$ cat config.mk
export PLATFORM = sky130hd
export DESIGN_NAME = edf_task_scheduler
export DESIGN_NICKNAME = d
export VERILOG_FILES = /design/src/hdl/ets_pkg.sv /design/src/hdl/ets_ram.sv /design/src/hdl/ets_ctrl.sv /design/src/hdl/ets_datapath.sv /design/src/hdl/edf_task_scheduler.sv
export SDC_FILE = /design/constraint.sdc
export NUM_CORES = 1
export LEC_CHECK = 0
export BUFFER_PORTS_ARGS = -buffer_cell sky130_fd_sc_hd__buf_4
export CAP_MARGIN = 5
export CORE_ASPECT_RATIO = 0.9
export CORE_MARGIN = 2
export CORE_UTILIZATION = 60
export DETAILED_ROUTE_END_ITERATION = 12
export PLACE_DENSITY = 0.86
export SETUP_SLACK_MARGIN = 0.02
export SYNTH_ARGS = -nofsm -noshare
export SYNTH_HDL_FRONTEND = slang
export SYNTH_SLANG_ARGS = --single-unit
$ cat constraint.sdc
create_clock -name aclk -period 7.2 [get_ports aclk]
set_input_delay 1.44 -clock aclk [delete_from_list [all_inputs] [get_ports aclk]]
set_output_delay 1.44 -clock aclk [all_outputs]
set_load 0.01 [all_outputs]
$ cat src/hdl/ets_pkg.sv
// Shared types and constants of the EDF task scheduler
package ets_pkg;

    // Function codes of an input word
    localparam logic FUNC_LOAD = 1'b0;
    localparam logic FUNC_TICK = 1'b1;

    // Field widths fixed by the interface
    localparam int SLOT_W   = 4;
    localparam int FIELD_W  = 16;
    localparam int COUNT_W  = 5;

    // Controller states
    typedef enum logic [1:0] {
        ST_IDLE,
        ST_SCAN,
        ST_COMMIT
    } state_t;

    // Controller to datapath commands
    typedef struct packed {
        logic load;    // write the accepted load word into the table
        logic start;   // clear the scan pointer and the best candidate
        logic scan;    // issue the next table read
        logic commit;  // charge one unit to the winner and emit the result
    } cmd_t;

    // Datapath to controller status
    typedef struct packed {
        logic scan_done;  // all entries in use have been issued
        logic out_busy;   // result register full and not taken this cycle
    } sts_t;

endpackage

$ cat src/hdl/ets_ram.sv
// Generic single-write, single-read RAM with registered read data
module ets_ram #(
    parameter int WIDTH = 48,
    parameter int DEPTH = 16
) (
    input  logic                     aclk,
    input  logic                     we,
    input  logic [$clog2(DEPTH)-1:0] waddr,
    input  logic [WIDTH-1:0]         wdata,
    input  logic [$clog2(DEPTH)-1:0] raddr,
    output logic [WIDTH-1:0]         rdata
);

    logic [WIDTH-1:0] mem [DEPTH];
    logic [WIDTH-1:0] rdata_reg;

    // Write port and registered read port
    always_ff @(posedge aclk) begin
        if (we) begin
            mem[waddr] <= wdata;
        end
        rdata_reg <= mem[raddr];
    end

    assign rdata = rdata_reg;

endmodule

$ cat src/hdl/ets_ctrl.sv
// Scheduler controller: input handshake and scan/commit sequencing
module ets_ctrl (
    input  logic          aclk,
    input  logic          aresetn,
    input  logic          s_valid,
    input  logic          s_func,
    output logic          s_ready,
    input  ets_pkg::sts_t sts,
    output ets_pkg::cmd_t cmd
);

    ets_pkg::state_t state_reg, state_next;

    // State register
    always_ff @(posedge aclk) begin
        if (!aresetn) begin
            state_reg <= ets_pkg::ST_IDLE;
        end else begin
            state_reg <= state_next;
        end
    end

    // Next state and commands
    always_comb begin
        state_next = state_reg;
        cmd        = '0;
        s_ready    = 1'b0;
        unique case (state_reg)
            ets_pkg::ST_IDLE: begin
                s_ready = 1'b1;
                if (s_valid) begin
                    if (s_func == ets_pkg::FUNC_TICK) begin
                        cmd.start  = 1'b1;
                        state_next = ets_pkg::ST_SCAN;
                    end else begin
                        cmd.load = 1'b1;
                    end
                end
            end
            ets_pkg::ST_SCAN: begin
                cmd.scan = 1'b1;
                if (sts.scan_done) begin
                    state_next = ets_pkg::ST_COMMIT;
                end
            end
            ets_pkg::ST_COMMIT: begin
                // wait for room in the result register
                if (!sts.out_busy) begin
                    cmd.commit = 1'b1;
                    state_next = ets_pkg::ST_IDLE;
                end
            end
            default: begin
                state_next = ets_pkg::ST_IDLE;
            end
        endcase
    end

endmodule

$ cat src/hdl/ets_datapath.sv
// Scheduler datapath: task table, done marks, EDF compare and result register
module ets_datapath #(
    parameter int MAX_TASKS = 16,
    parameter int TIME_BITS = 16
) (
    input  logic                            aclk,
    input  logic                            aresetn,
    input  ets_pkg::cmd_t                   cmd,
    output ets_pkg::sts_t                   sts,
    input  logic                            cfg_we,
    input  logic [ets_pkg::COUNT_W-1:0]     cfg_wdata,
    input  logic [ets_pkg::SLOT_W-1:0]      s_task_slot,
    input  logic [ets_pkg::FIELD_W-1:0]     s_release_time,
    input  logic [ets_pkg::FIELD_W-1:0]     s_exec_time,
    input  logic [ets_pkg::FIELD_W-1:0]     s_abs_deadline,
    output logic                            m_valid,
    input  logic                            m_ready,
    output logic [ets_pkg::FIELD_W-1:0]     m_slot_time,
    output logic                            m_task_ran,
    output logic [ets_pkg::SLOT_W-1:0]      m_task_id,
    output logic                            m_task_finished,
    output logic                            m_all_done
);

    localparam int IDX_W  = $clog2(MAX_TASKS);
    localparam int CNT_W  = $clog2(MAX_TASKS + 1);
    localparam int TW     = TIME_BITS;
    localparam int REM_W  = ets_pkg::FIELD_W;
    localparam int WORD_W = 2 * TW + REM_W;

    // Configuration and scheduler state
    logic [ets_pkg::COUNT_W-1:0] task_count_reg;
    logic [MAX_TASKS-1:0]        done_reg, done_next;
    logic [CNT_W-1:0]            count_reg, count_next;
    logic [TW-1:0]               tick_reg;

    // Scan pointer and read pipeline
    logic [IDX_W:0]   idx_reg;
    logic [IDX_W:0]   limit;
    logic             rd_vld_reg;
    logic [IDX_W-1:0] rd_idx_reg;

    // Best candidate so far
    logic             found_reg;
    logic [IDX_W-1:0] best_idx_reg;
    logic [TW-1:0]    best_rel_reg;
    logic [REM_W-1:0] best_rem_reg;
    logic [TW-1:0]    best_dl_reg;

    // Result register
    logic                        m_valid_reg;
    logic [ets_pkg::FIELD_W-1:0] slot_time_reg;
    logic                        ran_reg;
    logic [ets_pkg::SLOT_W-1:0]  id_reg;
    logic                        fin_reg;
    logic                        all_done_reg;

    // Table RAM word: {release, remaining, deadline}
    logic              ram_we;
    logic [IDX_W-1:0]  ram_waddr;
    logic [WORD_W-1:0] ram_wdata;
    logic [WORD_W-1:0] ram_rdata;
    logic [TW-1:0]     rd_rel;
    logic [REM_W-1:0]  rd_rem;
    logic [TW-1:0]     rd_dl;

    logic             load_ok;
    logic [IDX_W-1:0] slot_idx;
    logic             exec_zero;
    logic             cand;
    logic             take;
    logic [REM_W-1:0] rem_dec;
    logic             fin_now;

    assign slot_idx  = IDX_W'(s_task_slot);
    assign load_ok   = cmd.load && (32'(s_task_slot) < 32'(MAX_TASKS));
    assign exec_zero = (s_exec_time == '0);

    // Entries taking part: task_count clipped to the table size
    assign limit = (32'(task_count_reg) < 32'(MAX_TASKS)) ?
                   (IDX_W + 1)'(task_count_reg) : (IDX_W + 1)'(MAX_TASKS);

    assign sts.scan_done = (idx_reg >= limit);
    assign sts.out_busy  = m_valid_reg && !m_ready;

    assign rd_rel = ram_rdata[WORD_W-1 -: TW];
    assign rd_rem = ram_rdata[TW +: REM_W];
    assign rd_dl  = ram_rdata[TW-1:0];

    // Runnable test and earliest-deadline compare, lowest index keeps ties
    assign cand = !done_reg[rd_idx_reg] && (rd_rem != '0) && (rd_rel <= tick_reg);
    assign take = rd_vld_reg && cand && (!found_reg || (rd_dl < best_dl_reg));

    assign rem_dec = best_rem_reg - REM_W'(1);
    assign fin_now = found_reg && (rem_dec == '0);

    // Table writes: load word or winner write-back
    always_comb begin
        if (cmd.load) begin
            ram_we    = load_ok;
            ram_waddr = slot_idx;
            ram_wdata = {TW'(s_release_time), s_exec_time, TW'(s_abs_deadline)};
        end else begin
            ram_we    = cmd.commit && found_reg;
            ram_waddr = best_idx_reg;
            ram_wdata = {best_rel_reg, rem_dec, best_dl_reg};
        end
    end

    ets_ram #(
        .WIDTH (WORD_W),
        .DEPTH (MAX_TASKS)
    ) u_table (
        .aclk  (aclk),
        .we    (ram_we),
        .waddr (ram_waddr),
        .wdata (ram_wdata),
        .raddr (idx_reg[IDX_W-1:0]),
        .rdata (ram_rdata)
    );

    // Done marks and completed count
    always_comb begin
        done_next  = done_reg;
        count_next = count_reg;
        if (load_ok) begin
            count_next = count_reg - CNT_W'(done_reg[slot_idx]) + CNT_W'(exec_zero);
            done_next[slot_idx] = exec_zero;
        end else if (cmd.commit && fin_now) begin
            count_next = count_reg + CNT_W'(1);
            done_next[best_idx_reg] = 1'b1;
        end
    end

    // Control state
    always_ff @(posedge aclk) begin
        if (!aresetn) begin
            task_count_reg <= '0;
            done_reg       <= '0;
            count_reg      <= '0;
            tick_reg       <= '0;
            idx_reg        <= '0;
            rd_vld_reg     <= 1'b0;
            found_reg      <= 1'b0;
            m_valid_reg    <= 1'b0;
        end else begin
            if (cfg_we) begin
                task_count_reg <= cfg_wdata;
            end
            done_reg  <= done_next;
            count_reg <= count_next;
            if (cmd.commit) begin
                tick_reg <= tick_reg + TW'(1);
            end
            if (cmd.start) begin
                idx_reg <= '0;
            end else if (cmd.scan && !sts.scan_done) begin
                idx_reg <= idx_reg + (IDX_W + 1)'(1);
            end
            rd_vld_reg <= cmd.scan && !sts.scan_done;
            if (cmd.start) begin
                found_reg <= 1'b0;
            end else if (take) begin
                found_reg <= 1'b1;
            end
            if (cmd.commit) begin
                m_valid_reg <= 1'b1;
            end else if (m_ready) begin
                m_valid_reg <= 1'b0;
            end
        end
    end

    // Candidate and result payload
    always_ff @(posedge aclk) begin
        rd_idx_reg <= idx_reg[IDX_W-1:0];
        if (take) begin
            best_idx_reg <= rd_idx_reg;
            best_rel_reg <= rd_rel;
            best_rem_reg <= rd_rem;
            best_dl_reg  <= rd_dl;
        end
        if (cmd.commit) begin
            slot_time_reg <= ets_pkg::FIELD_W'(tick_reg);
            ran_reg       <= found_reg;
            id_reg        <= found_reg ? ets_pkg::SLOT_W'(best_idx_reg) : '0;
            fin_reg       <= fin_now;
            all_done_reg  <= (32'(count_next) == 32'(task_count_reg));
        end
    end

    assign m_valid         = m_valid_reg;
    assign m_slot_time     = slot_time_reg;
    assign m_task_ran      = ran_reg;
    assign m_task_id       = id_reg;
    assign m_task_finished = fin_reg;
    assign m_all_done      = all_done_reg;

endmodule

$ cat src/hdl/edf_task_scheduler.sv
// Tick: accepted in IDLE, then SCAN reads the min(task_count, MAX_TASKS) entries in use and
// COMMIT charges the winner and registers the result word. Commit stalls while
// the previous result word is still held; the scan reads one table entry per cycle.
// Load: written into the table at the accepting edge; back-to-back loads run 1 per cycle.
// Reset (sync, active low) clears task_count, done marks, counts, tick and handshake state.
module edf_task_scheduler #(
    parameter int MAX_TASKS = 16,
    parameter int TIME_BITS = 16
) (
    input  logic                        aclk,
    input  logic                        aresetn,
    input  logic                        cfg_we,
    input  logic [ets_pkg::COUNT_W-1:0] cfg_wdata,
    input  logic                        s_valid,
    output logic                        s_ready,
    input  logic                        s_func,
    input  logic [ets_pkg::SLOT_W-1:0]  s_task_slot,
    input  logic [ets_pkg::FIELD_W-1:0] s_release_time,
    input  logic [ets_pkg::FIELD_W-1:0] s_exec_time,
    input  logic [ets_pkg::FIELD_W-1:0] s_abs_deadline,
    output logic                        m_valid,
    input  logic                        m_ready,
    output logic [ets_pkg::FIELD_W-1:0] m_slot_time,
    output logic                        m_task_ran,
    output logic [ets_pkg::SLOT_W-1:0]  m_task_id,
    output logic                        m_task_finished,
    output logic                        m_all_done
);

    ets_pkg::cmd_t cmd;
    ets_pkg::sts_t sts;

    // Sequencer
    ets_ctrl u_ctrl (
        .aclk    (aclk),
        .aresetn (aresetn),
        .s_valid (s_valid),
        .s_func  (s_func),
        .s_ready (s_ready),
        .sts     (sts),
        .cmd     (cmd)
    );

    // Table, compare and result register
    ets_datapath #(
        .MAX_TASKS (MAX_TASKS),
        .TIME_BITS (TIME_BITS)
    ) u_dp (
        .aclk            (aclk),
        .aresetn         (aresetn),
        .cmd             (cmd),
        .sts             (sts),
        .cfg_we          (cfg_we),
        .cfg_wdata       (cfg_wdata),
        .s_task_slot     (s_task_slot),
        .s_release_time  (s_release_time),
        .s_exec_time     (s_exec_time),
        .s_abs_deadline  (s_abs_deadline),
        .m_valid         (m_valid),
        .m_ready         (m_ready),
        .m_slot_time     (m_slot_time),
        .m_task_ran      (m_task_ran),
        .m_task_id       (m_task_id),
        .m_task_finished (m_task_finished),
        .m_all_done      (m_all_done)
    );

endmodule

======== Yosys cells after proc, flatten, opt, wreduce, memory -nomap -nowiden ========
Memory sizes are Yosys's and may differ from the RTL's. A register that Yosys moved wholly into a read port is not among the register bits.
Cells that the tools add are included.
storage, ports and cells
  word-level logic and storage cells ...... 102
  bits in read-only memories .............. 0
  output and inout port bits .............. 25
  register bits after elaboration ......... 131
  RAM bits ................................ 768
  memories kept ........................... 1
  latch bits .............................. 0
  input bits .............................. 63
memory list
  memory            words  bits a word  read ports  clocked after memory_dff  wr ports  line           text
  u_dp.u_table.mem  16     48           1           1                         1         ets_ram.sv:14  logic [WIDTH-1:0] mem [DEPTH];
operators by class
  $lt $le $gt $ge ......................... 9
  add/subtract/negate cells ............... 6
  eq/ne operators ......................... 7
  bitwise operators ....................... 2
  shifts and indexed selects .............. 0
  div/mod/pow operators ................... 0
  reductions and logical operators ........ 24
  mux-type cells .......................... 34
  multipliers ............................. 0
operator list
  kind                                                                number
  2-to-1 mux 48 bit                                                   1
  logical NOT 16 bit                                                  2
  2-to-1 mux 16 bit                                                   2
  adder 16 x 1 -> 16 bit (second input constant)                      1
  bitwise mux 16 bit                                                  1
  less-or-equal comparator 16 bit                                     1
  < comparator 16 bit                                                 1
  OR 16 bit                                                           1
  nonzero test 16 bit                                                 1
  subtractor 16 x 1 -> 16 bit (second input constant)                 1
  < comparator 4 x 5 -> 1 bit (second input constant)                 3
  2-to-1 mux 1 bit                                                    15
  2-to-1 mux 5 bit                                                    3
  2-to-1 mux 2 bit                                                    6
  logical AND 1 bit                                                   11
  adder 5 x 1 -> 5 bit (second input constant)                        2
  binary-select mux 1 bit (select 4 bit)                              2
  demux 1 bit (select 4 bit)                                          2
  greater-or-equal comparator 4 x 1 -> 1 bit (second input constant)  2
  != test 2 bit (second input constant)                               3
  case mux 2 bit (3 select lines)                                     1
  adder 5 x 1 -> 5 bit                                                1
  == test 5 bit                                                       1
  greater-or-equal comparator 5 bit                                   1
  other kinds (13)                                                    17

======== Longest topological paths before layout ========
Gate-level depths: netlist (run 1).
  depth after elaboration ................. 8
  gate-level depth with buffers ........... 13
  depth with buffers taken out ............ 12

======== Modules after synthesis ========
Synthesis (run 1) repeated with hierarchy kept, for this count alone.
unflattened totals
  cell total of the unflattened synthesis .. 1,955
  area total of the unflattened synthesis .. 36,971.7 µm²
by module, submodules not included
  module        seq. area each (µm²)  cells each  area each (µm²)  times used
  ets_ram       24,023.0              1,242       29,691.0         1
  ets_datapath  3,333.2               699         7,158.1          1
  ets_ctrl      40.0                  14          122.6            1

======== Worst setup path after synthesis (run 1) ========
OpenSTA, ideal clock, no wires.
  path type ............................... in2reg
  start point ............................. input m_ready
  end point ............................... memory u_dp.u_table.mem[12][0] (enable)
  stages on the path ...................... 7
  setup slack ............................. 1,457 ps
  arrival time ............................ 5,289 ps
  setup time .............................. 454 ps
  required time ........................... 6,746 ps
  buffers on the path ..................... 1
  cells stage by stage .................... nand2b_1 -> nor2b_1 -> clkbuf_1 -> inv_1 -> o32ai_1 -> nand2_1 -> nor2_1
RTL lines
  what                line                      text
  start: declaration  edf_task_scheduler.sv:22  input logic m_ready,
  end: declaration    ets_ram.sv:14

======== Final worst setup path (run 1) ========
  start point ............................. input s_valid
  end point ............................... memory u_dp.u_table.mem[1][29] (enable)
between the ends
  cells in the longest elaborated chain, start to end .. 5
  elaborated cells between the ends (all ways) .. 6
  those cells by class .................... mux: 6
ends and longest elaborated chain
  what                                    line                      text
  start: declaration                      edf_task_scheduler.sv:14  input logic s_valid,
  2-to-1 mux 2 bit *                      ets_ctrl.sv:31            if (s_valid) begin
  2-to-1 mux 2 bit *                      ets_ctrl.sv:28            unique case (state_reg)
  2-to-1 mux 1 bit                        ets_datapath.sv:99        if (cmd.load) begin
  2-to-1 mux 1 bit                        ets_ram.sv:19             if (we) begin
  2-to-1 mux 1 bit (implied by the code)  ets_ram.sv:20             mem[waddr] <= wdata;
Mark *: on every way between the ends. The rest lies on a longest branch, timed or not.

==> flow_summary_export.csv, run 1 <==
group,metric,value,unit
outcome,outcome,"finished, final reports clean",
final_layout,largest_reg_flops,768,
synthesis,ys_types,63,
sta,setup_viol,0,
sta,finalCritPeriodShare,0.636,
floorplanning,dieWidth,266,µm
critical_path,cp_top_family,"simple AND/OR/NAND/NOR gates",
placement,place_hpwl,51000,µm
final_layout,most-common-layout-cells,"843 x edfxtp_1, 250 x mux4_2, 133 x buf_4, 128 x nand2_1, 100 x dfxtp_1",
floorplanning,dieArea,63900,µm²
global_routing,antenna_found_initial,1,
placement,dp_slack,2.09,ns
detailed_routing,routed_wl,94200,µm
synthesis,synth_area,37100,µm²
critical_path,slowest_stage,"nor2_4",
global_routing,grt_start_max_net_pins,104,
cts,cts_max_level,3,
sta,setup_slack,2.62,ns
synthesis,yosys_warnings,0,
critical_path,cp.arrival,4.87,ns
synthesis,ys_seq_elements,947,
floorplanning,io-pin-count,88,
final_layout,nets,2152,
sta,layout_min_cycle_time,4.58,ns
sta,finClkSkew,0.0261,ns
detailed_routing,vias_per_cell,6.95,
cts,cts_setup_buffers,0,
sta,slew_headroom,0.0675,
final_layout,final_cells,2907,
power_and_ir_drop,ir_drop,0.191,mV
floorplanning,die_h,240,µm
synthesis,synthDominantCellAreaShare,0.682,
final_layout,area_delta_synth_final,13.0,%
critical_path,start_kind,"input port",
floorplanning,row_count,86,
synthesis,synth.area.top_cells,"edfxtp_1 68%, mux4_2 15%, dfxtp_1 5.6%, ha_1 1.6%, nand2_1 1.3%",
placement,dp_cells,2736,
synthesis,synthCells,1899,
detailed_routing,final_antenna_net_count,0,
cts,postCtsResizedCells,0,
synthesis,ys.flop_type,"edfxtp_1",
placement,portBuffers,87,
run,maxCapViolations,0,
cts,cts.reportedPaths.clkPinSlew,0.06,ns
critical_path,required,7.49,ns
floorplanning,core_area,61200,µm²
sta,max_freq,0.218,GHz
cts,cts_buffers,90,
critical_path,crit_buf_inv,3,
detailed_routing,vias,20200,
cts,cts_hold_buf,0,
power_and_ir_drop,power_leakage,0.0134,µW
critical_path,max_stage_delay,0.99,ns
placement,gp_congestion,0.870,
final_layout,drive_gt1_frac,0.266,
cts,root_buffer,"clkbuf_16",
cts,clk_latency,0.66,ns
sta,rsz0062_at_grt,"no",
synthesis,async_reset_ff_frac,0,
cts,clock_path_buffers,3,
detailed_routing,first_pass_iters,9,
final_layout,layout_commonest_cell,"edfxtp_1",
sta,finalHoldViolations,0,
synthesis,ys_seq_area_frac,0.738,
sta,slew_viol_final,0,
critical_path,crit_top_cell,"buf_4",
critical_path,worstPathCellList,"buf_4 > nand2_1 > or2_2 > buf_4 > mux2i_1 > nand2_1 > nor2_4 > buf_4",
global_routing,grt_pass1_vias,20400,
sta,worst-slew-pin-transition,1.39,ns
detailed_routing,drc,0,
global_routing,grt.total_usage,0.303,
synthesis,synth_edf_count,843,
cts,clock_sinks,947,
floorplanning,start_util,0.607,
synthesis,syn_avg_cell_area,19.6,µm²
global_routing,grt_pass1_wl,139000,µm
synthesis,synth_largest_area_cell,"edfxtp_1",
detailed_routing,wl_per_cell,32.4,µm
min_path,hp-class,"reg2reg",
cts,cts_tree,"done",
critical_path,critical_path_class,"in2reg",
power_and_ir_drop,pwr_density_cell,270,nW/µm²
critical_path,crit_path_max_fanout,26,
global_routing,overflow,0,
synthesis,synth_nets,2011,
detailed_routing,first_iter_violations,3137,
sta,setup_tns,0,ns
critical_path,worst_setup_path_end_kind,"flop",
routing by layer:
metal  vias to the layer above  global-route usage  share of wire
met5                         -                   0        0.00014
met4                         2              0.0989          0.035
met3                       269              0.0739           0.11
met2                      1672               0.487           0.48
met1                     10300               0.415           0.37
li1                       7955                   -              -
logic make-up after synthesis:
kind of cell | after synthesis | synth area share
buf+inv | 133 | 0.0139
xor+xnor | 41 | 0.0100
mux | 273 | 0.158
simple gates | 325 | 0.0417
fa+ha+maj | 49 | 0.0167
compound gates | 131 | 0.0220
flops | 947 | 0.738
stage by stage:
| step | utilization | hold slack, ns | power [µW] | area [µm²] |
|---|---|---|---|---|
| 2_1_floorplan | - | 0.353 | 6420 | 37100 |
| 3_3_place_gp | 0.636 | 0.410 | 6560 | 38900 |
| 3_5_place_dp | 0.636 | 0.407 | 6580 | 38900 |
| 4_1_cts | 0.685 | 0.421 | 11300 | 41900 |
| 5_1_grt | 0.685 | 0.428 | 11500 | 42000 |
| 6_report | 0.685 | 0.421 | 11300 | 42000 |
where the power goes:
part / total [µW] / internal [µW] / switching (µW)
Combinational: 414 / 157 / 256
Sequential: 6070 / 6030 / 36.8
Clock: 4830 / 2750 / 2080
Total: 11300 / 8940 / 2380
Yosys cell counts, drive strengths merged (6+ instances only):
master / number
xnor2: 29
edfxtp: 843
dfxtp: 104
o21ai: 34
mux4: 250
nand2b: 9
clkbuf: 63
nor3: 20
buf: 23
nor3b: 6
a31oi: 10
a21o: 17
nand2: 128
nand3: 11
a21oi: 42
mux2i: 21
ha: 48
and2: 8
inv: 47
or3: 7
nor2b: 6
nand4: 14
xor2: 11
nor2: 83
nor4: 17
final timing paths:
check / start / endpoint / slack (ns) / cells after the start
setup / recovery: s_valid / u_dp.u_table.mem[1][29]$_DFFE_PP_ / 2.62 / 8
hold / removal: u_dp.u_table.rdata[0]$_DFF_P_ / u_dp.best_dl_reg[0]$_DFFE_PP_ / 0.42 / 0
setup reg to reg: u_dp.best_rem_reg[0]$_DFFE_PP_ / u_dp.m_all_done$_DFFE_PP_ / 3.01 / 9
hold reg to reg: u_dp.u_table.rdata[0]$_DFF_P_ / u_dp.best_dl_reg[0]$_DFFE_PP_ / 0.42 / 0
cell type report:
type,instances,area (µm²)
Timing Repair Buffer,135,1040
Inverter,47,176
Multi-Input combinational cell,819,9370
Clock inverter,50,512
Fill cell,3507,19300
Tap cell,792,991
Clock buffer,116,2460
Sequential cell,947,27400
Antenna cell,1,2.50
Note: power is estimated with default switching activity, not from simulation.
==> run 2: changes to the inputs <==
Clock period 7.2 ns to 4.8 ns, I/O delays scaled along.
==> run 2 against run 1 <==
Total power increased by 45%. Critical path depth increased by 5. Global-route usage decreased by 0.35 points. Die area unchanged.
==> flow_summary_export.csv, run 2 (synthesis gave the netlist of run 1 again) <==
group,metric,value,unit
power_and_ir_drop,power.internal,13000,µW
power_and_ir_drop,swShare,0.209,
global_routing,antenna_found_initial,2,
cts,root_buffer,"clkbuf_16",
critical_path,worst_setup_path_end_kind,"flop",
final_layout,most-common-layout-cells,"843 x edfxtp_1, 250 x mux4_2, 136 x buf_4, 128 x nand2_1, 100 x dfxtp_1",
global_routing,grt_pass1_wl,137000,µm
critical_path,start_kind,"input port",
floorplanning,dieArea,63900,µm²
cts,cts_buffers,88,
final_layout,drive_gt1_frac,0.266,
placement,portBuffers,87,
sta,max_freq,0.249,GHz
detailed_routing,routed_wl,93300,µm
critical_path,worstPathCellList,"buf_4 > mux4_2 > mux4_2 > ha_1 > inv_1 > ha_1 > fa_1 > a21o_1 > a21oi_1 > xnor2_1 > a32oi_1 > xnor3_1 > nor4_1",
critical_path,crit_cells,13,
floorplanning,io-pin-count,88,
sta,finClkSkew,0.0195,ns
cts,clock_sinks,947,
critical_path,cp.arrival,4.47,ns
detailed_routing,vias_per_cell,6.88,
cts,cts_tree,"done",
min_path,hp-class,"reg2reg",
placement,gp_congestion,0.849,
detailed_routing,first_pass_iters,8,
cts,cts_max_level,3,
final_layout,utilization,0.685,
power_and_ir_drop,seqPwrFrac,0.554,
run,maxCapViolations,0,
power_and_ir_drop,power_leakage,0.0134,µW
final_layout,nets,2165,
placement,dp_cells,2752,
critical_path,required,5.26,ns
placement,dp_slack,0.180,ns
sta,worst-slew-pin-transition,1.21,ns
sta,rsz0062_at_grt,"no",
global_routing,overflow,0,
power_and_ir_drop,pwr_density_cell,391,nW/µm²
power_and_ir_drop,p_switching,3430,µW
critical_path,max_stage_delay,0.54,ns
floorplanning,row_count,86,
final_layout,area_delta_synth_final,13.0,%
power_and_ir_drop,p_comb_frac,0.037,
floorplanning,core_area,61200,µm²
critical_path,endpoint,"u_dp.m_all_done$_DFFE_PP_",
power_and_ir_drop,p_total,16400,µW
cts,clk_latency,0.64,ns
critical_path,slowest_stage,"mux4_2",
sta,setup_slack,0.790,ns
cts,cts.reportedPaths.clkPinSlew,0.07,ns
cts,cts_setup_buffers,0,
final_layout,layout_commonest_cell,"edfxtp_1",
critical_path,crit_start,"s_task_slot[0]",
sta,slew_viol_final,0,
floorplanning,start_util,0.607,
sta,slew_headroom,0.192,
detailed_routing,wl_per_cell,32.0,µm
placement,place_hpwl,48600,µm
detailed_routing,final_antenna_net_count,0,
detailed_routing,first_iter_violations,3278,
global_routing,grt.total_usage,0.299,
global_routing,grt_start_max_net_pins,57,
floorplanning,dieWidth,266,µm
critical_path,ff2ff_setup_slack,0.96,ns
final_layout,largest_reg_flops,768,
power_and_ir_drop,ir_drop,0.273,mV
global_routing,grt_pass1_vias,20500,
sta,holdWs,0.439,ns
floorplanning,die_h,240,µm
critical_path,ff2ff_path_depth,9,
sta,setup_viol,0,
critical_path,reg2reg_to,"u_dp.done_reg[13]$_SDFFE_PN0P_",
critical_path,crit_path_max_fanout,15,
power_and_ir_drop,clockPowerShare,0.408,
sta,finalCritPeriodShare,0.835,
critical_path,critical_path_class,"in2reg",
cts,clock_path_buffers,3,
cts,postCtsResizedCells,0,
critical_path,r2r_start,"u_dp.best_rem_reg[0]$_DFFE_PP_",
critical_path,crit_buf_inv,2,
critical_path,cp_top_family,"multiplexers",
sta,layout_min_cycle_time,4.01,ns
detailed_routing,drc,0,
outcome,outcome,"finished, final reports clean",
final_layout,fillers,3456,
sta,finalHoldViolations,0,
cts,cts_hold_buf,0,
final_layout,final_cells,2916,
detailed_routing,vias,20100,
-- run 2: power groups by stage --
stage	Combinational (µW)	Sequential (µW)	Clock (µW)
detailed placement	594	9270	0
CTS	608	9100	6770
finish	614	9100	6700
global route	658	9100	7040
floorplan	373	9260	0
global placement	560	9270	0
-- run 2: metrics by stage --
step | cell area (µm²) | TNS (ns)
finish | 42000 | 0
global route | 42000 | 0
CTS | 41900 | 0
detailed placement | 39200 | 0
global placement | 39200 | 0
floorplan | 37100 | -184.72
-- run 2: area by class of cell --
cell class,count,area (µm²),area share
clock inverter,44,347,0.00826
inverter,47,176,0.00420
tap,792,991,0.0236
antenna,1,2.50,0.0000596
timing repair buffer,150,1300,0.0310
clock buffer,116,2370,0.0564
sequential,947,27400,0.653
multi-input combinational,819,9370,0.223
-- run 2: layer usage --
metal,vias to the layer above,share of wire,track usage
met5,-,0.00014,0
met4,2,0.037,0.108
met3,262,0.12,0.0791
met2,1593,0.49,0.484
met1,10200,0.36,0.399
li1,7965,-,-
-- run 2: worst register-to-register path, cell delays in order, from the launching register on --
cell and delay [ns]:
edfxtp_1 0.51, nor3_1 0.83, nand4_1 0.28, xor2_1 0.39, nand4_1 0.28, nor4_4 0.51, buf_4 0.34, mux2_2 0.37
a21oi_1 0.13, nor3_1 0.06
-- run 2: how the worst min path moves through the flow --
stage | from | end | slack (ns) | cells past startpoint
final | u_dp.u_table.rdata[3]$_DFF_P_ | u_dp.best_dl_reg[3]$_DFFE_PP_ | 0.44 | 0
after global routing | u_dp.tick_reg[7]$_SDFFE_PN0P_ | u_dp.m_slot_time[7]$_DFFE_PP_ | 0.46 | 0
after CTS | u_dp.u_table.rdata[3]$_DFF_P_ | u_dp.best_dl_reg[3]$_DFFE_PP_ | 0.44 | 0
after detailed placement | u_dp.u_table.rdata[24]$_DFF_P_ | u_dp.best_rem_reg[8]$_DFFE_PP_ | 0.42 | 0
after global placement | u_dp.u_table.rdata[0]$_DFF_P_ | u_dp.best_dl_reg[0]$_DFFE_PP_ | 0.41 | 0
after floorplan | u_dp.idx_reg[2]$_SDFFE_PP0P_ | u_dp.rd_idx_reg[2]$_DFF_P_ | 0.35 | 0
